**config.mk**
```make
export PLATFORM = sky130hd
export DESIGN_NAME = rfab_front
export DESIGN_NICKNAME = d
export VERILOG_FILES = /design/src/rtl/core/rfab_pkg.sv /design/src/rtl/core/rfab_front.sv
export SDC_FILE = /design/constraint.sdc
export NUM_CORES = 1
export LEC_CHECK = 0
export ABC_AREA = 1
export BUFFER_PORTS_ARGS = -buffer_cell sky130_fd_sc_hd__buf_2
export CORE_MARGIN = 4
export CORE_UTILIZATION = 19
export DETAILED_ROUTE_END_ITERATION = 8
export GPL_ROUTABILITY_DRIVEN = 0
export GPL_TIMING_DRIVEN = 0
export PLACE_DENSITY = 0.79
export SKIP_LAST_GASP = 1
export SLEW_MARGIN = 0
export SYNTH_ARGS = -nofsm -noshare
export SYNTH_HDL_FRONTEND = slang
export SYNTH_SLANG_ARGS = --single-unit
```
**constraint.sdc**
```tcl
create_clock -name clk -period 1.67 [get_ports clk]
set_input_delay 0.167 -clock clk [delete_from_list [all_inputs] [get_ports clk]]
set_output_delay 0.167 -clock clk [all_outputs]
set_load 0.02 [all_outputs]
```
**src/rtl/core/rfab_pkg.sv**
```systemverilog
// ----------------------------------------------------------------------------
// rfab_pkg
// Types, codes and constants shared by the drawing engine modules.
// ----------------------------------------------------------------------------
`default_nettype none

package rfab_pkg;

    localparam int DEF_MAX_WIDTH  = 64;
    localparam int DEF_MAX_HEIGHT = 64;
    localparam int QUEUE_DEPTH    = 4;

    localparam int OP_W    = 3;
    localparam int COORD_W = 16;
    localparam int CH_W    = 8;
    localparam int PIX_W   = 3 * CH_W;
    localparam int ALPHA_W = 9;
    localparam int CANVAS_W = 7;
    localparam int CFG_IDX_W = 2;
    localparam int KIND_W  = 2;

    localparam logic [CANVAS_W-1:0] CANVAS_RESET = 7'd64;
    localparam logic [ALPHA_W-1:0]  ALPHA_ONE    = 9'd256;

    localparam logic [OP_W-1:0] OP_CLEAR      = 3'd0;
    localparam logic [OP_W-1:0] OP_SET_PIXEL  = 3'd1;
    localparam logic [OP_W-1:0] OP_BLEND_PIX  = 3'd2;
    localparam logic [OP_W-1:0] OP_FILL_RECT  = 3'd3;
    localparam logic [OP_W-1:0] OP_BLEND_RECT = 3'd4;
    localparam logic [OP_W-1:0] OP_READ_PIXEL = 3'd5;

    localparam logic [CFG_IDX_W-1:0] CFG_CANVAS_WIDTH  = 2'd0;
    localparam logic [CFG_IDX_W-1:0] CFG_CANVAS_HEIGHT = 2'd1;

    typedef enum logic [KIND_W-1:0] {
        K_NONE  = 2'd0,
        K_FILL  = 2'd1,
        K_BLEND = 2'd2,
        K_READ  = 2'd3
    } kind_t;

    typedef struct packed {
        logic full;
        logic empty;
    } q_stat_t;

    function automatic int coord_width(input int n);
        return (n > 1) ? $clog2(n) : 1;
    endfunction

    function automatic int entry_width(input int xw, input int yw);
        return KIND_W + 2 * xw + 2 * yw + PIX_W + ALPHA_W;
    endfunction

endpackage

`default_nettype wire

```
**src/rtl/core/rfab_front.sv**
```systemverilog
// ----------------------------------------------------------------------------
// rfab_front
// Takes commands, holds the canvas registers, clips each command against the
// canvas and queues it as a pixel span with a kind.
// ----------------------------------------------------------------------------
`default_nettype none

module rfab_front #(
    parameter int MAX_WIDTH  = rfab_pkg::DEF_MAX_WIDTH,
    parameter int MAX_HEIGHT = rfab_pkg::DEF_MAX_HEIGHT,
    parameter int EW         = 8
) (
    input  logic                              clk,
    input  logic                              rst_n,
    input  logic                              start,
    output logic                              busy,
    input  logic [rfab_pkg::OP_W-1:0]         op,
    input  logic signed [rfab_pkg::COORD_W-1:0] x_pos,
    input  logic signed [rfab_pkg::COORD_W-1:0] y_pos,
    input  logic signed [rfab_pkg::COORD_W-1:0] box_width,
    input  logic signed [rfab_pkg::COORD_W-1:0] box_height,
    input  logic [rfab_pkg::CH_W-1:0]         red,
    input  logic [rfab_pkg::CH_W-1:0]         green,
    input  logic [rfab_pkg::CH_W-1:0]         blue,
    input  logic [rfab_pkg::ALPHA_W-1:0]      alpha,
    input  logic                              cfg_valid,
    output logic                              cfg_ready,
    input  logic [rfab_pkg::CFG_IDX_W-1:0]    cfg_index,
    input  logic [rfab_pkg::CANVAS_W-1:0]     cfg_data,
    input  logic                              clearing,
    input  rfab_pkg::q_stat_t                 q_stat,
    output logic                              push,
    output logic [EW-1:0]                     push_data
);
    import rfab_pkg::*;

    localparam int XW = coord_width(MAX_WIDTH);
    localparam int YW = coord_width(MAX_HEIGHT);
    localparam int SW = COORD_W + 2;
    localparam logic signed [SW-1:0] ONE_S = SW'(1);

    typedef struct packed {
        kind_t               kind;
        logic [XW-1:0]       x_first;
        logic [XW-1:0]       x_last;
        logic [YW-1:0]       y_first;
        logic [YW-1:0]       y_last;
        logic [PIX_W-1:0]    colour;
        logic [ALPHA_W-1:0]  alpha;
    } entry_t;

    logic                       fr_valid_reg, fr_valid_next;
    logic [OP_W-1:0]            op_reg;
    logic signed [COORD_W-1:0]  x_reg, y_reg, w_reg, h_reg;
    logic [PIX_W-1:0]           colour_reg;
    logic [ALPHA_W-1:0]         alpha_reg;
    logic [CANVAS_W-1:0]        canvas_width_reg, canvas_height_reg;

    logic                       accept;
    logic [CANVAS_W-1:0]        cw_act, ch_act;
    logic signed [SW-1:0]       x_s, y_s, w_s, h_s, cw_s, ch_s;
    logic signed [SW-1:0]       x_end, y_end, x_lm, y_lm, x_fm, y_fm;
    logic                       canvas_ok, on_canvas, rect_ok;
    logic [ALPHA_W-1:0]         alpha_sat;
    entry_t                     ent;

    assign busy      = clearing || (fr_valid_reg && q_stat.full);
    assign accept    = start && !busy;
    assign push      = fr_valid_reg && !q_stat.full;
    assign cfg_ready = 1'b1;

    always_comb
    begin
        fr_valid_next = fr_valid_reg;
        if (accept)
        begin
            fr_valid_next = 1'b1;
        end
        else if (push)
        begin
            fr_valid_next = 1'b0;
        end
    end

    always_ff @(posedge clk or negedge rst_n)
    begin
        if (!rst_n)
        begin
            fr_valid_reg      <= 1'b0;
            canvas_width_reg  <= CANVAS_RESET;
            canvas_height_reg <= CANVAS_RESET;
        end
        else
        begin
            fr_valid_reg <= fr_valid_next;
            if (cfg_valid && cfg_ready)
            begin
                unique case (cfg_index)
                    CFG_CANVAS_WIDTH:  canvas_width_reg  <= cfg_data;
                    CFG_CANVAS_HEIGHT: canvas_height_reg <= cfg_data;
                    default: ;
                endcase
            end
        end
    end

    always_ff @(posedge clk)
    begin
        if (accept)
        begin
            op_reg     <= op;
            x_reg      <= x_pos;
            y_reg      <= y_pos;
            w_reg      <= box_width;
            h_reg      <= box_height;
            colour_reg <= {red, green, blue};
            alpha_reg  <= alpha;
        end
    end

    always_comb
    begin
        cw_act = (32'(canvas_width_reg) > MAX_WIDTH) ? CANVAS_W'(MAX_WIDTH) : canvas_width_reg;
        ch_act = (32'(canvas_height_reg) > MAX_HEIGHT) ?
                 CANVAS_W'(MAX_HEIGHT) : canvas_height_reg;
        canvas_ok = (cw_act != '0) && (ch_act != '0);

        x_s  = $signed({{2{x_reg[COORD_W-1]}}, x_reg});
        y_s  = $signed({{2{y_reg[COORD_W-1]}}, y_reg});
        w_s  = $signed({{2{w_reg[COORD_W-1]}}, w_reg});
        h_s  = $signed({{2{h_reg[COORD_W-1]}}, h_reg});
        cw_s = $signed({{(SW - CANVAS_W){1'b0}}, cw_act});
        ch_s = $signed({{(SW - CANVAS_W){1'b0}}, ch_act});

        x_end = x_s + w_s;
        y_end = y_s + h_s;
        x_lm  = (x_end < cw_s) ? x_end - ONE_S : cw_s - ONE_S;
        y_lm  = (y_end < ch_s) ? y_end - ONE_S : ch_s - ONE_S;
        x_fm  = (x_s < 0) ? '0 : x_s;
        y_fm  = (y_s < 0) ? '0 : y_s;

        on_canvas = canvas_ok && (x_s >= 0) && (x_s < cw_s) && (y_s >= 0) && (y_s < ch_s);
        rect_ok = canvas_ok && (w_s > 0) && (h_s > 0) && (x_s < cw_s) && (x_end > 0)
                  && (y_s < ch_s) && (y_end > 0);

        alpha_sat = (alpha_reg > ALPHA_ONE) ? ALPHA_ONE : alpha_reg;

        ent.kind    = K_NONE;
        ent.x_first = XW'(x_s);
        ent.x_last  = XW'(x_s);
        ent.y_first = YW'(y_s);
        ent.y_last  = YW'(y_s);
        ent.colour  = colour_reg;
        ent.alpha   = alpha_sat;

        unique case (op_reg) inside
            OP_CLEAR:
            begin
                ent.kind    = canvas_ok ? K_FILL : K_NONE;
                ent.x_first = '0;
                ent.y_first = '0;
                ent.x_last  = XW'(cw_s - ONE_S);
                ent.y_last  = YW'(ch_s - ONE_S);
            end
            OP_SET_PIXEL:  ent.kind = on_canvas ? K_FILL : K_NONE;
            OP_BLEND_PIX:  ent.kind = on_canvas ? K_BLEND : K_NONE;
            OP_READ_PIXEL: ent.kind = on_canvas ? K_READ : K_NONE;
            OP_FILL_RECT, OP_BLEND_RECT:
            begin
                ent.kind    = !rect_ok ? K_NONE : ((op_reg == OP_FILL_RECT) ? K_FILL : K_BLEND);
                ent.x_first = XW'(x_fm);
                ent.y_first = YW'(y_fm);
                ent.x_last  = XW'(x_lm);
                ent.y_last  = YW'(y_lm);
            end
            default: ent.kind = K_NONE;
        endcase
    end

    assign push_data = EW'(ent);

endmodule

`default_nettype wire

```
==> impl_summary.md <==
Clock network
The H-tree level count is 1. The number of buffers added by the clock tree synthesis step is 3. The clock tree from TritonCTS is done.

CTS saw 10 sinks. The post-CTS setup buffer count is 0. The clock tree buffer depth is 2. Clock-pin slew was measured on the worst setup and hold paths at about 70 ps. The tree is rooted in a sky130_fd_sc_hd__clkbuf_4. The clock latency of the later-clocked register in the worst-skew pair is 260 ps.

The number of cells upsized or downsized after cts is 0.

Cells and area
Counting the fill cells in the layout gives 235. Registers take 295 um^2. 0 antenna diodes ended up in the layout. The growth of design area from synthesis to finish is 42.7%. The post-route netlist has roughly 40% of its cells at a drive strength greater than 1. The number of flip-flops in the largest register is 9.

Summing all multi-input logic gate instances after layout gives 88.8 um^2. The number of nets in the layout is 190.

Setup path
The required time at the endpoint of the critical path is 1500 ps. STA classifies the critical path endpoint as an output pin. The data arrival time of the critical path is 1280 ps. The signal on the critical path passes through nor2_1 > nand2_1 > nor2_2 > nor2_2 > nor2_1 > buf_2.

The slowest cell on the critical path is sky130_fd_sc_hd__edfxtp_1. Of all nets on the critical path, the largest fanout is 6. Measured in cells, the most critical reg-to-reg path has a length of 3. The maximum single-stage delay on the critical path is 400 ps. The launching element type of the critical path is a flop. The worst setup path is of the flop to output pin kind.

Logic synthesis
The top cell type's share of synthesized area is 61.9%. Counting instances in the post-synthesis netlist gives the leading cell types as sky130_fd_sc_hd__nor2_1, sky130_fd_sc_hd__inv_1, sky130_fd_sc_hd__edfxtp_1, sky130_fd_sc_hd__nand2_1, sky130_fd_sc_hd__nor2_2. The Yosys step of the flow raised 0 warnings. Among all cell types in the netlist, the one instantiated most often is sky130_fd_sc_hd__nor2_1.

Counting flops with a built-in enable in the synthesized netlist gives 9. Synthesis instantiated 9 different standard cells from the library. Summed over all instances, the cell type with the most area after synthesis is sky130_fd_sc_hd__edfxtp_1. The sequential cell area fraction in the yosys report is about two thirds.

In the synthesized netlist the async set-or-reset flop fraction comes to 10.0%. After synthesis the cells add up to 437 um^2. The cell count after synthesis is 45.

The post-synthesis area per instance is 9.70 um^2. The synthesized design contains 10 register bits. Ranked by total cell area, the synthesized netlist is headed by sky130_fd_sc_hd__edfxtp_1, sky130_fd_sc_hd__nor2_1, sky130_fd_sc_hd__inv_1. Among all flip-flop cells after synthesis, the most frequent one is sky130_fd_sc_hd__edfxtp_1. The post-synthesis net count is 161.

Place
The detailed placer's ending HPWL is 733 um. The total of buffers placed on input and output ports is 23. The worst setup slack before clock tree synthesis is around 230 ps.

Die
The floorplan has 17 rows. The area inside the core boundary is 0.00219 mm^2. The effective utilization at floorplan is 19.9%.

The die span in y is approximately 56 um. The number of placed I/O pins is 127. The full die area is 0.00313 mm^2.

The die width is roughly 56 um.

Timing
For the final database, setup skew stands at ~11 ps. For the pin with the worst max-slew slack, the measured transition is 717 ps. Setup slack closes at 228 ps. The maximum frequency from static timing analysis is 693 MHz. The worst path in the final design needs a cycle of 1440 ps, including I/O delays and setup.

Dividing the final minimum period by the clock period gives 86.4%. The relative slew slack is 52.0%. Setup repair after global routing left no endpoint under its margin. The summed negative setup slack over all endpoints is 0 ps. The count of pins over their slew limit is 0. The hold violation total from the final report came to 0. The count of endpoints failing setup in the final report is 0.

Detailed routing
The routed wirelength normalized by instance count is 8.35 um. The remaining number of nets flagged by the antenna check after routing is 0. The average via count per standard cell is 3.48.

The first-pass detailed-route iteration total is 2. The initial DRC count is 2. The final layout contains routed wiring with a total length of around 840 um. For this run, design rule violations remaining after detail routing come to 0. The total via count in the routed design is roughly 350.

Min path
Along the worst hold path, the cell count comes to 1. The type of the worst min-delay path is primary input to flop.

Run
Max-cap violations in this run came to 0.

Global routing
The first global-routing pass estimated approximately 1.4 mm of wire. Entering global routing, the biggest net connects 10 pins. The via count of the first global-routing pass was 370. The number of antenna violations at the first check in global routing is 0. For this run, the total global-route usage over all layers was measured as 5.78%.

The global route total overflow is 0.

Power and ir drop
VDD sags by at most around 0.34 mV. In this run the static leakage power is 0.321 nW. For this design the ratio of total power to cell area is 841 mW/mm^2.

Outcome
The flow ran to the end, and the final reports show no timing, DRC or antenna violations.
per-layer routing:
| metal | track usage (%) | vias to the layer above | routed length [um] |
|---|---|---|---|
| met3 | 2.32 | 0 | 82 |
| met4 | 3.05 | 0 | 0 |
| met1 | 5.84 | 145 | 357 |
| met2 | 10.1 | 17 | 403 |
| li1 | - | 189 | - |
| met5 | 0 | - | 0 |
layout by cell type (no fill, tap or decap):
| cell | count |
|---|---|
| sky130_fd_sc_hd__buf_2 | 23 |
| sky130_fd_sc_hd__nor2_2 | 2 |
| sky130_fd_sc_hd__dfrtp_1 | 1 |
| sky130_fd_sc_hd__buf_4 | 1 |
| sky130_fd_sc_hd__clkbuf_1 | 1 |
| sky130_fd_sc_hd__clkbuf_4 | 3 |
| sky130_fd_sc_hd__edfxtp_1 | 9 |
| sky130_fd_sc_hd__dlygate4sd3_1 | 1 |
| sky130_fd_sc_hd__nand2_1 | 4 |
| sky130_fd_sc_hd__inv_1 | 12 |
| sky130_fd_sc_hd__nor2_1 | 14 |
| sky130_fd_sc_hd__conb_1 | 1 |
| sky130_fd_sc_hd__o21ai_0 | 1 |
kinds of logic after synthesis:
| logic type | Yosys count | share of synthesized area (%) |
|---|---|---|
| AND/OR/NAND/NOR | 20 | 18.3 |
| buffers and inverters | 13 | 12.0 |
| flip-flops | 10 | 67.6 |
| AO/OA/AOI/OAI | 1 | 1.15 |
| other | 1 | 0.859 |
per-stage QoR:
stage	instance area (um^2)	util, %	power (mW)	hold WS (ps)	cells
floorplan	437	-	0.334	-129	45
global placement	587	26.8	0.362	-58.1	96
detailed placement	587	26.8	0.364	-53.2	96
CTS	623	28.4	0.534	72.1	101
global route	623	28.4	0.558	66.3	101
finish	623	28.4	0.524	80.0	101
power by group:
group / switching [mW] / internal (mW)
Combinational: 0.0392 / 0.0275
Clock: 0.0731 / 0.0917
Sequential: 0.00556 / 0.287
Total: 0.118 / 0.406
final timing paths:
check	startpoint	to	slack (ps)
max	alpha_reg[2]	push_data[4]	230
min	alpha[3]	alpha_reg[3]	80
max reg2reg	fr_valid_reg	alpha_reg[5]	230
min reg2reg	fr_valid_reg	fr_valid_reg	530
max in group asynchronous	rst_n	fr_valid_reg	1370
min in group asynchronous	rst_n	fr_valid_reg	220
critical path: cells and delay by family (launching register included):
family        cells  cell delay [ps]
flops             1              400
simple gates      5              460
buf+inv           1              170
cell type report:
cell class | instances | share of cell area (%)
sequential | 10 | 47.4
timing repair buffer | 24 | 20.1
multi-input combinational | 22 | 14.3
inverter | 12 | 7.23
tap | 28 | 5.62
clock buffer | 4 | 4.22
buffer | 1 | 1.20
timing repair:
item	CTS	global route
hold buffers	1	0
endpoints found under the setup margin	0	0
endpoints found under the hold margin	1	0
(Power assumes the default switching activity.)
