**config.mk**
```make
export PLATFORM = sky130hd
export DESIGN_NAME = rfab_queue
export DESIGN_NICKNAME = d
export VERILOG_FILES = /design/src/rtl/core/rfab_pkg.sv /design/src/rtl/core/rfab_queue.sv
export SDC_FILE = /design/constraint.sdc
export NUM_CORES = 1
export LEC_CHECK = 0
export BUFFER_PORTS_ARGS = -buffer_cell sky130_fd_sc_hd__buf_4
export CORE_AREA = 4 4 100 55
export DETAILED_ROUTE_END_ITERATION = 16
export DIE_AREA = 0 0 104 59
export GPL_TIMING_DRIVEN = 0
export PLACE_DENSITY = 0.63
export SYNTH_ARGS = -nofsm -noshare
export SYNTH_HDL_FRONTEND = slang
export SYNTH_SLANG_ARGS = --single-unit
```
**constraint.sdc**
```tcl
create_clock -name clk -period 2.2 [get_ports clk]
set_clock_uncertainty 0.1 [all_clocks]
set_input_delay 0.11 -clock clk [delete_from_list [all_inputs] [get_ports clk]]
set_output_delay 0.11 -clock clk [all_outputs]
set_load 0.1 [all_outputs]
```
**src/rtl/core/rfab_pkg.sv**
```systemverilog
// ----------------------------------------------------------------------------
// rfab_pkg
// Types, codes and constants shared by the drawing engine modules.
// ----------------------------------------------------------------------------
`default_nettype none

package rfab_pkg;

    localparam int DEF_MAX_WIDTH  = 64;
    localparam int DEF_MAX_HEIGHT = 64;
    localparam int QUEUE_DEPTH    = 4;

    localparam int OP_W    = 3;
    localparam int COORD_W = 16;
    localparam int CH_W    = 8;
    localparam int PIX_W   = 3 * CH_W;
    localparam int ALPHA_W = 9;
    localparam int CANVAS_W = 7;
    localparam int CFG_IDX_W = 2;
    localparam int KIND_W  = 2;

    localparam logic [CANVAS_W-1:0] CANVAS_RESET = 7'd64;
    localparam logic [ALPHA_W-1:0]  ALPHA_ONE    = 9'd256;

    localparam logic [OP_W-1:0] OP_CLEAR      = 3'd0;
    localparam logic [OP_W-1:0] OP_SET_PIXEL  = 3'd1;
    localparam logic [OP_W-1:0] OP_BLEND_PIX  = 3'd2;
    localparam logic [OP_W-1:0] OP_FILL_RECT  = 3'd3;
    localparam logic [OP_W-1:0] OP_BLEND_RECT = 3'd4;
    localparam logic [OP_W-1:0] OP_READ_PIXEL = 3'd5;

    localparam logic [CFG_IDX_W-1:0] CFG_CANVAS_WIDTH  = 2'd0;
    localparam logic [CFG_IDX_W-1:0] CFG_CANVAS_HEIGHT = 2'd1;

    typedef enum logic [KIND_W-1:0] {
        K_NONE  = 2'd0,
        K_FILL  = 2'd1,
        K_BLEND = 2'd2,
        K_READ  = 2'd3
    } kind_t;

    typedef struct packed {
        logic full;
        logic empty;
    } q_stat_t;

    function automatic int coord_width(input int n);
        return (n > 1) ? $clog2(n) : 1;
    endfunction

    function automatic int entry_width(input int xw, input int yw);
        return KIND_W + 2 * xw + 2 * yw + PIX_W + ALPHA_W;
    endfunction

endpackage

`default_nettype wire

```
**src/rtl/core/rfab_queue.sv**
```systemverilog
// ----------------------------------------------------------------------------
// rfab_queue
// Small register FIFO that carries classified commands to the pixel engine.
// ----------------------------------------------------------------------------
`default_nettype none

module rfab_queue #(
    parameter int DW    = 8,
    parameter int DEPTH = 4
) (
    input  logic              clk,
    input  logic              rst_n,
    input  logic              push,
    input  logic [DW-1:0]     push_data,
    input  logic              pop,
    output logic [DW-1:0]     pop_data,
    output rfab_pkg::q_stat_t q_stat
);
    import rfab_pkg::*;

    localparam int PW = (DEPTH > 1) ? $clog2(DEPTH) : 1;
    localparam int CW = $clog2(DEPTH + 1);

    logic [DW-1:0] entry_mem [DEPTH];
    logic [PW-1:0] wr_ptr_reg, wr_ptr_next;
    logic [PW-1:0] rd_ptr_reg, rd_ptr_next;
    logic [CW-1:0] cnt_reg, cnt_next;

    always_comb
    begin
        wr_ptr_next = wr_ptr_reg;
        rd_ptr_next = rd_ptr_reg;
        cnt_next    = cnt_reg;
        if (push)
        begin
            wr_ptr_next = (wr_ptr_reg == PW'(DEPTH - 1)) ? '0 : wr_ptr_reg + 1'b1;
        end
        if (pop)
        begin
            rd_ptr_next = (rd_ptr_reg == PW'(DEPTH - 1)) ? '0 : rd_ptr_reg + 1'b1;
        end
        if (push && !pop)
        begin
            cnt_next = cnt_reg + 1'b1;
        end
        else if (pop && !push)
        begin
            cnt_next = cnt_reg - 1'b1;
        end
    end

    always_ff @(posedge clk or negedge rst_n)
    begin
        if (!rst_n)
        begin
            wr_ptr_reg <= '0;
            rd_ptr_reg <= '0;
            cnt_reg    <= '0;
        end
        else
        begin
            wr_ptr_reg <= wr_ptr_next;
            rd_ptr_reg <= rd_ptr_next;
            cnt_reg    <= cnt_next;
        end
    end

    always_ff @(posedge clk)
    begin
        if (push)
        begin
            entry_mem[wr_ptr_reg] <= push_data;
        end
    end

    assign pop_data     = entry_mem[rd_ptr_reg];
    assign q_stat.full  = (cnt_reg == CW'(DEPTH));
    assign q_stat.empty = (cnt_reg == '0);

endmodule

`default_nettype wire

```
==> impl_metrics.yaml, run 1 <==
yosys:
  synthFlopType: "edfxtp_1"
  yosysUniqueCellTypes: 18
  ys_seq_elements: 39
  synthTopCellsByArea: "edfxtp_1 (61%), mux4_2 (11%), dfrtp_1 (11%)"
  synthCells: 79
  async_reset_ff_share_pct: 17.9
  syn-num-nets: 98
  cell_taking_the_most_area_after_synthesis: "edfxtp_1"
  post-synth-top-count-cell: "edfxtp_1"
  netlist_area_um2: 1570
  synth_top_area_share_pct: 61.2
  seq_area_frac_synth_pct: 72.4
  synth_enable_flop_cells: 32
  yosys_warnings: 0
  synth_top_cells_by_count: "edfxtp_1 (32), mux4_2 (8), dfrtp_1 (7), ha_1 (6), inv_1 (5)"
  synth.avg_cell_area_um2: 19.9
placement:
  hpwl_mm: 2.08
  placement.io_buffers: 21
  worst_slack_placed_ps: 559
  place_congestion: 0.620
setup_path:
  timing.setup.critical_path_class: "in -> reg"
  crit_path_cell_trace: "dlygate4sd3_1, buf_4, inv_1, ha_1, inv_1, fa_1, xor2_1, nor2_1, xor2_1"
  critical_path.reg2reg.endpoint: "cnt_reg[2]"
  worstSetupStartpointType: "input port"
  r2r_setup_slack_ps: 620
  cp_max_stage_delay_ps: 540
  crit-reg2reg-launch: "cnt_reg[0]"
  crit_arrival_ps: 1960
  worstPathBufferInverterCount: 4
  worst_setup_path_end_kind: "flip-flop"
  crit_required_ps: 2300
  crit_family: "buffers and inverters"
  critical_path.slowest_cell: "dlygate4sd3_1"
  crit_fanout: 3
  r2r_cells: 4
final_layout:
  final_net_count: 137
  register_area_um2: 1140
  largest_register_ff_count: 32
  num-fill-cells: 423
  multi_input_area_um2: 409
  insertedDiodeCount: 0
  final_layout_size_suffix_gt1_share_pct: 36.1
  syn2layout_area_growth_pct: 28.8
global_route:
  grt_first_pass_wirelength_mm: 4.67
  grt_start_max_net_pins: 12
  antenna_found_initial: 0
  grt_use_total_pct: 10.7
  overflow: 0
  via_count_of_the_first_global_routing_pass: 880
run:
  timing.max_cap.violations: 0
floorplanning:
  die_x_um: 104
  fp-row-count: 18
  core_um2: 4680
  io-pin-count: 22
  die_height_um: 59
  design.die.area_um2: 6140
  starting_density_pct: 33.5
drt:
  drt_first_pass_iters: 4
  avgRoutedWirePerCell_um: 15.8
  avgViaCountPerCell: 4.42
  antenna_violating_nets_post_route: 0
  drt_iter0_markers: 18
  sum_of_routed_wire_length_over_all_layers_mm: 2.83
  num_vias: 791
  drc_violations: 0
sta:
  worst_slew_margin_rel_pct: 68.7
  rsz_0062_raised_after_global_routing: "false"
  worstMarginPinSlew_ps: 469
  setup-violations-final: 0
  slew_viol_final: 0
  final.min_clock_period_ps: 1860
  final.period_utilization_pct: 84.4
  total_negative_slack_ps: 0
  final_hold_viol_count: 0
  clock.fmax_ghz: 0.539
  final.setup.worst_slack_ps: 344
clock_tree:
  ctsResizeCount: 0
  numClockSinks: 39
  cts_tree: "yes"
  cts-buffers-inserted: 5
  post-cts-setup-buffers: 0
  htree_num_levels: 2
  clockBufferDepth: 2
  cts_root_buffer: "clkbuf_8"
  worst_setup_hold_path_clk_slew_ps: 70
  clkLatencyLatePin_ps: 280
worst_hold_path:
  holdCritPathClass: "in -> async"
status:
  status: "completed"
## layout make-up
type	instances	share of cell area, %
repair buffers	32	13.2
well taps	60	3.71
flip-flops and latches	39	56.2
plain buffers	2	0.804
clock buffers	8	4.95
inverters	5	0.928
multi-input cells	33	20.2
## kinds of logic (layout without fill, tap and decap cells)
family,after synthesis,after routing,share of synthesized area (%)
multiplexers,11,11,13.6
adder cells (fa/ha/maj),7,7,6.06
AND/OR/NAND/NOR,10,10,3.43
flip-flops,39,39,72.4
AO/OA/AOI/OAI,2,2,0.637
XOR/XNOR,3,3,1.67
buffers and inverters,7,47,2.23
## routing by layer
metal	part of all wire [%]	routed length (um)	global-route usage, %	up-vias
met2	46	1290	16.4	21
met1	47	1340	13.6	386
li1	-	-	-	377
met5	0	0	0	-
met4	2.1	60	5.68	0
met3	4.8	136	3.70	7
## placed cells by master, fill, tap and decap left out
| cell | synthesis | routed |
|---|---|---|
| xor2_1 | 2 | 2 |
| buf_2 | 1 | 1 |
| mux4_2 | 8 | 8 |
| buf_4 | 0 | 21 |
| ha_1 | 6 | 6 |
| dfrtp_1 | 7 | 7 |
| nor3_2 | 0 | 1 |
| nor2_1 | 2 | 2 |
| dlygate4sd3_1 | 0 | 11 |
| mux2_2 | 3 | 3 |
| nand2_1 | 1 | 1 |
| clkbuf_8 | 0 | 7 |
| o21ai_0 | 2 | 2 |
| edfxtp_1 | 32 | 32 |
| clkbuf_1 | 0 | 1 |
| and2_1 | 4 | 4 |
| nand3_1 | 1 | 1 |
| nor3b_2 | 0 | 1 |
| xnor2_1 | 1 | 1 |
| buf_6 | 1 | 1 |
| inv_1 | 5 | 5 |
| fa_1 | 1 | 1 |
## what timing repair did
action / in CTS / in global routing
hold buffers: 11 / 0
hold endpoints to repair: 43 / 0
setup endpoints to repair: 0 / 0
## worst register-to-register path, stage by stage, from the launching register on
cell and delay, ps:
dfrtp_1 460, fa_1 460, xor2_1 150, nor2_1 140, xor2_1 200
## stage by stage
step	instances	cell area, um2	util [%]	hold WS [ps]
after floorplan	79	1580	-	-286
after global placement	160	1810	38.7	-173
after detailed placement	160	1810	38.7	-168
after CTS	179	2020	43.2	62.9
after global routing	179	2020	43.2	69.2
final	179	2020	43.2	74.1
## how the worst max path moves through the flow
stage,from,end,slack (ps),cells past startpoint
2_1_floorplan,cnt_reg[0],q_stat[1],310,1
3_3_place_gp,rd_ptr_reg[0],pop_data[0],660,3
3_5_place_dp,pop,cnt_reg[2],560,8
4_1_cts,pop,cnt_reg[2],320,9
5_1_grt,rd_ptr_reg[0],pop_data[0],270,3
6_report,pop,cnt_reg[2],340,9
Power of run 1 is not shown: default switching activity piles up to over one toggle a cycle in this logic, so the estimate is an artifact.
==> inputs of run 2 (changes only) <==
--- a/config.mk
+++ b/config.mk
@@ -10,7 +10,7 @@
 export DETAILED_ROUTE_END_ITERATION = 16
 export DIE_AREA = 0 0 104 59
 export GPL_TIMING_DRIVEN = 0
-export PLACE_DENSITY = 0.63
+export PLACE_DENSITY = 0.65
 export SYNTH_ARGS = -nofsm -noshare
 export SYNTH_HDL_FRONTEND = slang
 export SYNTH_SLANG_ARGS = --single-unit
==> constraint.sdc (replaced) <==
create_clock -name clk -period 1.6 [get_ports clk]
set_clock_uncertainty 0.1 [all_clocks]
set_input_delay 0.08 -clock clk [delete_from_list [all_inputs] [get_ports clk]]
set_output_delay 0.08 -clock clk [all_outputs]
set_load 0.1 [all_outputs]
==> run 2 against run 1 <==
Net effect: the run now ends with setup timing left; core utilization is 1.4 points higher; global-route usage down 0.89 points; cell count is 0.56% higher; count of clock-buffer cells in the layout shrank 2; hold slack worse by 41 ps; worst setup slack worse by 520 ps.
==> impl_metrics.yaml, run 2 (synthesized netlist as in run 1, its figures left out) <==
status:
  status: "complete, but fails checks"
  failed_checks: "setup timing"
global_route:
  busiest_layer: "met2"
  globalRouteMet1Util_pct: 11.4
  overflow: 0
  via_count_of_the_first_global_routing_pass: 856
  use_met3_pct: 3.70
  grt_use_total_pct: 9.79
  grt_start_max_net_pins: 13
  grt_use_met2_pct: 16.3
  grt_first_pass_wirelength_mm: 4.33
  antenna_found_initial: 0
sta:
  slew_viol_final: 0
  rsz_0062_raised_after_global_routing: "true"
  clock.fmax_ghz: 0.563
  final_hold_viol_count: 0
  setup-violations-final: 8
  final.period_utilization_pct: 111
  final.min_clock_period_ps: 1780
  final.setup.worst_slack_ps: -177
  worst_slew_margin_rel_pct: 70.6
  worstMarginPinSlew_ps: 442
placement:
  hpwl_mm: 1.85
  place_congestion: 0.641
  placement.io_buffers: 21
clock_tree:
  cts_root_buffer: "clkbuf_8"
  cts-buffers-inserted: 5
  post-cts-setup-buffers: 0
  cts_tree: "yes"
  worst_setup_hold_path_clk_slew_ps: 80
  numClockSinks: 39
  clkLatencyLatePin_ps: 290
  clockBufferDepth: 2
  htree_num_levels: 2
floorplanning:
  die_height_um: 59
  fp-row-count: 18
  design.die.area_um2: 6140
  die_x_um: 104
  io-pin-count: 22
  starting_density_pct: 33.5
  core_um2: 4680
setup_path:
  crit_arrival_ps: 1600
  timing.setup.critical_path_class: "reg -> out"
  worst_setup_path_end_kind: "output pin"
  r2r_cells: 4
  worstSetupStartpointType: "flip-flop"
  crit_fanout: 5
  capturing_instance_or_port_of_the_critical_path: "pop_data[2]"
  critPathLaunch: "rd_ptr_reg[0]"
  crit_required_ps: 1420
  r2r_setup_slack_ps: 110
  critical_path.reg2reg.endpoint: "cnt_reg[2]"
  crit-reg2reg-launch: "cnt_reg[0]"
final_layout:
  largest_register_ff_count: 32
  insertedDiodeCount: 0
  mostFrequentLayoutCells: "edfxtp_1 (32), buf_4 (13), dlygate4sd3_1 (11)"
  final_net_count: 138
  syn2layout_area_growth_pct: 32.9
  final_layout_size_suffix_gt1_share_pct: 40.8
  num-fill-cells: 417
  layout.cells.most_common: "edfxtp_1"
  finish.utilization_pct: 44.6
drt:
  antenna_violating_nets_post_route: 0
  avgRoutedWirePerCell_um: 15.5
  avgViaCountPerCell: 4.51
  drt_iter0_markers: 18
  drc_violations: 0
  sum_of_routed_wire_length_over_all_layers_mm: 2.78
  drt_first_pass_iters: 4
  num_vias: 811
worst_hold_path:
  holdCritPathClass: "in -> async"
run:
  timing.max_cap.violations: 0
-- run 2: changes by cell type in the layout (fill, tap and decap cells not counted) --
cell / before / now
dfrtp_2: 0 / 2
clkinvlp_4: 0 / 1
and2_1: 4 / 1
dfrtp_1: 7 / 5
buf_12: 0 / 2
clkinv_2: 0 / 1
and2_2: 0 / 3
clkbuf_8: 7 / 5
buf_4: 21 / 13
buf_6: 1 / 7
clkbuf_16: 0 / 1
-- run 2: how the worst min path moves through the flow --
stage                    endpoint  cells past startpoint  slack [ps]  start
detailed placement  wr_ptr_reg[0]                      1        -200  rst_n
CTS                 wr_ptr_reg[0]                      2          30  rst_n
finish              wr_ptr_reg[0]                      2          30  rst_n
floorplan              cnt_reg[0]                      0        -320  rst_n
global route        wr_ptr_reg[0]                      2          50  rst_n
global placement    wr_ptr_reg[0]                      1        -200  rst_n
-- run 2: routing by layer --
layer,vias up,wire (um)
li1,378,-
met1,413,1260
met2,16,1380
met3,4,103
met4,0,43
met5,-,0
-- run 2: worst max-delay path: stages (launching register included) --
cell and delay [ps]:
dfrtp_2 430, buf_12 140, mux4_2 540, buf_12 190
-- run 2: layout make-up --
class	instances	area, um2	share of cell area, %
Inverter	5	18.8	0.899
Clock buffer	6	72.6	3.48
Multi-Input combinational cell	33	413	19.8
Tap cell	60	75.1	3.60
Timing Repair Buffer	33	332	15.9
Buffer	2	25.0	1.20
Clock inverter	2	12.5	0.600
Sequential cell	39	1140	54.6
-- run 2: stage by stage --
stage	hold WS, ps	instances	setup TNS (ps)	setup WS, ps	area, um2
finish	33.2	180	-1280	-177	2090
global route	54.4	180	-1680	-226	2090
CTS	25.8	179	-1390	-188	2040
detailed placement	-200	160	0	49.6	1810
global placement	-204	160	0	111	1810
floorplan	-316	79	-507	-257	1580
-- run 2: timing repair --
item                                    4_1_cts  5_1_grt
hold buffers                                 11        0
gates resized for setup                       9        8
gates cloned                                  0        1
endpoints found under the setup margin        8       33
endpoints found under the hold margin        43        0
Power of run 2 is left out for the same reason.
==> inputs of run 3 (changes only) <==
--- a/config.mk
+++ b/config.mk
@@ -7,6 +7,7 @@
 export LEC_CHECK = 0
 export BUFFER_PORTS_ARGS = -buffer_cell sky130_fd_sc_hd__buf_4
 export CORE_AREA = 4 4 100 55
+export CTS_BUF_LIST = sky130_fd_sc_hd__clkbuf_2 sky130_fd_sc_hd__clkbuf_4 sky130_fd_sc_hd__clkbuf_8
 export DETAILED_ROUTE_END_ITERATION = 16
 export DIE_AREA = 0 0 104 59
 export GPL_TIMING_DRIVEN = 0
==> run 3 against run 2 <==
Net effect: the flow still finishes with violations (setup timing); die area unchanged; flip-flop and latch count unchanged; critical path depth unchanged; non-clock buffer count unchanged; sequential share of layout area down 0.098 points; final area up 0.18%; routed wire length up 0.22%; via count up 0.12%; hold slack unchanged; worst setup slack about the same; cell count unchanged; maximum frequency about the same; critical endpoint unchanged.
==> impl_metrics.yaml, run 3 (synthesized netlist as in run 1, its figures left out) <==
drt:
  num_vias: 812
  antenna_violating_nets_post_route: 0
  avgRoutedWirePerCell_um: 15.5
  drc_violations: 0
  drt_iter0_markers: 18
  sum_of_routed_wire_length_over_all_layers_mm: 2.79
  drt_first_pass_iters: 4
  avgViaCountPerCell: 4.51
sta:
  clock.fmax_ghz: 0.563
  final.min_clock_period_ps: 1780
  worstMarginPinSlew_ps: 441
  setup-violations-final: 8
  slew_viol_final: 0
  final.period_utilization_pct: 111
  final.setup.worst_slack_ps: -177
  rsz_0062_raised_after_global_routing: "true"
  worst_slew_margin_rel_pct: 70.6
  total_negative_slack_ps: -1280
  final_hold_viol_count: 0
global_route:
  grt_start_max_net_pins: 13
  grt_use_total_pct: 9.79
  via_count_of_the_first_global_routing_pass: 856
  overflow: 0
  grt_first_pass_wirelength_mm: 4.33
  antenna_found_initial: 0
clock_tree:
  clockBufferDepth: 2
  cts_tree: "yes"
  cts_root_buffer: "clkbuf_8"
  post-cts-setup-buffers: 0
  clkLatencyLatePin_ps: 290
  htree_num_levels: 2
  numClockSinks: 39
  cts-buffers-inserted: 5
  worst_setup_hold_path_clk_slew_ps: 80
floorplanning:
  die_height_um: 59
  fp-row-count: 18
  starting_density_pct: 33.5
  die_x_um: 104
  io-pin-count: 22
  design.die.area_um2: 6140
  core_um2: 4680
status:
  status: "complete, but fails checks"
  failed_checks: "setup timing"
setup_path:
  critical_path.slowest_cell: "mux4_2"
  crit_path_frequent_cell: "buf_12"
  crit_required_ps: 1420
  crit_path_cell_trace: "buf_12, mux4_2, buf_12"
  timing.setup.critical_path_class: "reg -> out"
  crit_fanout: 5
  cp_max_stage_delay_ps: 540
  worst_setup_path_end_kind: "output pin"
  crit_arrival_ps: 1600
  worstSetupStartpointType: "flip-flop"
placement:
  hpwl_mm: 1.85
  place_congestion: 0.641
  placement.io_buffers: 21
final_layout:
  syn2layout_area_growth_pct: 33.1
  insertedDiodeCount: 0
  final_net_count: 138
  finish.utilization_pct: 44.6
  num-fill-cells: 418
  largest_register_ff_count: 32
  final_layout_size_suffix_gt1_share_pct: 41.7
  mostFrequentLayoutCells: "edfxtp_1 (32), buf_4 (13), dlygate4sd3_1 (11)"
  layout.cells.most_common: "edfxtp_1"
run:
  timing.max_cap.violations: 0
worst_hold_path:
  holdCritPathClass: "in -> async"
==> run 3: cell counts in the layout (fill, tap and decap cells not counted) <==
Identical to the previous run, type by type.
==> run 3: worst max-delay path: cells and delay by family, from the launching register on <==
family / cells / cell delay [ps]
DFF: 1 / 430
buffers and inverters: 2 / 330
muxes: 1 / 540
==> run 3: per-layer routing <==
layer,routed length (um),GRT usage (%),vias up
met5,0,0,-
met4,43,5.11,0
met3,103,3.70,4
met2,1380,16.3,16
met1,1270,11.4,414
li1,-,-,378
==> run 3: final cells by class <==
| cell class | instances | area (um2) | share of cell area, % |
|---|---|---|---|
| multi-input combinational | 33 | 413 | 19.7 |
| tap | 60 | 75.1 | 3.59 |
| clock inverter | 2 | 12.5 | 0.598 |
| sequential | 39 | 1140 | 54.5 |
| buffer | 2 | 25.0 | 1.20 |
| inverter | 5 | 18.8 | 0.898 |
| timing repair buffer | 33 | 332 | 15.9 |
| clock buffer | 6 | 76.3 | 3.65 |
==> run 3: stage by stage <==
step	instances	hold slack, ps	worst slack, ps	instance area, um2
after floorplan	79	-316	-257	1580
after global placement	160	-204	111	1810
after detailed placement	160	-200	49.6	1810
after CTS	179	25.8	-188	2050
after global routing	180	54.4	-226	2090
final	180	33.2	-177	2090
==> run 3: what timing repair did <==
action	4_1_cts	5_1_grt
hold buffers	11	0
endpoints found under the hold margin	43	0
cloned	0	1
setup endpoints to repair	8	33
resized for setup	9	8
==> run 3: path summary, 6_finish.rpt <==
| check | startpoint | endpoint | slack (ps) | depth (start not counted) |
|---|---|---|---|---|
| worst max-delay path | rd_ptr_reg[0] | pop_data[2] | -180 | 3 |
| max in group asynchronous | rst_n | rd_ptr_reg[0] | 1230 | 2 |
| worst min register to register | cnt_reg[2] | cnt_reg[2] | 420 | 1 |
| worst min-delay path | rst_n | wr_ptr_reg[0] | 30 | 2 |
| min in group clk | push | cnt_reg[0] | 100 | 3 |
| worst max register to register | cnt_reg[0] | cnt_reg[2] | 110 | 4 |
Power of run 3 is left out for the same reason.
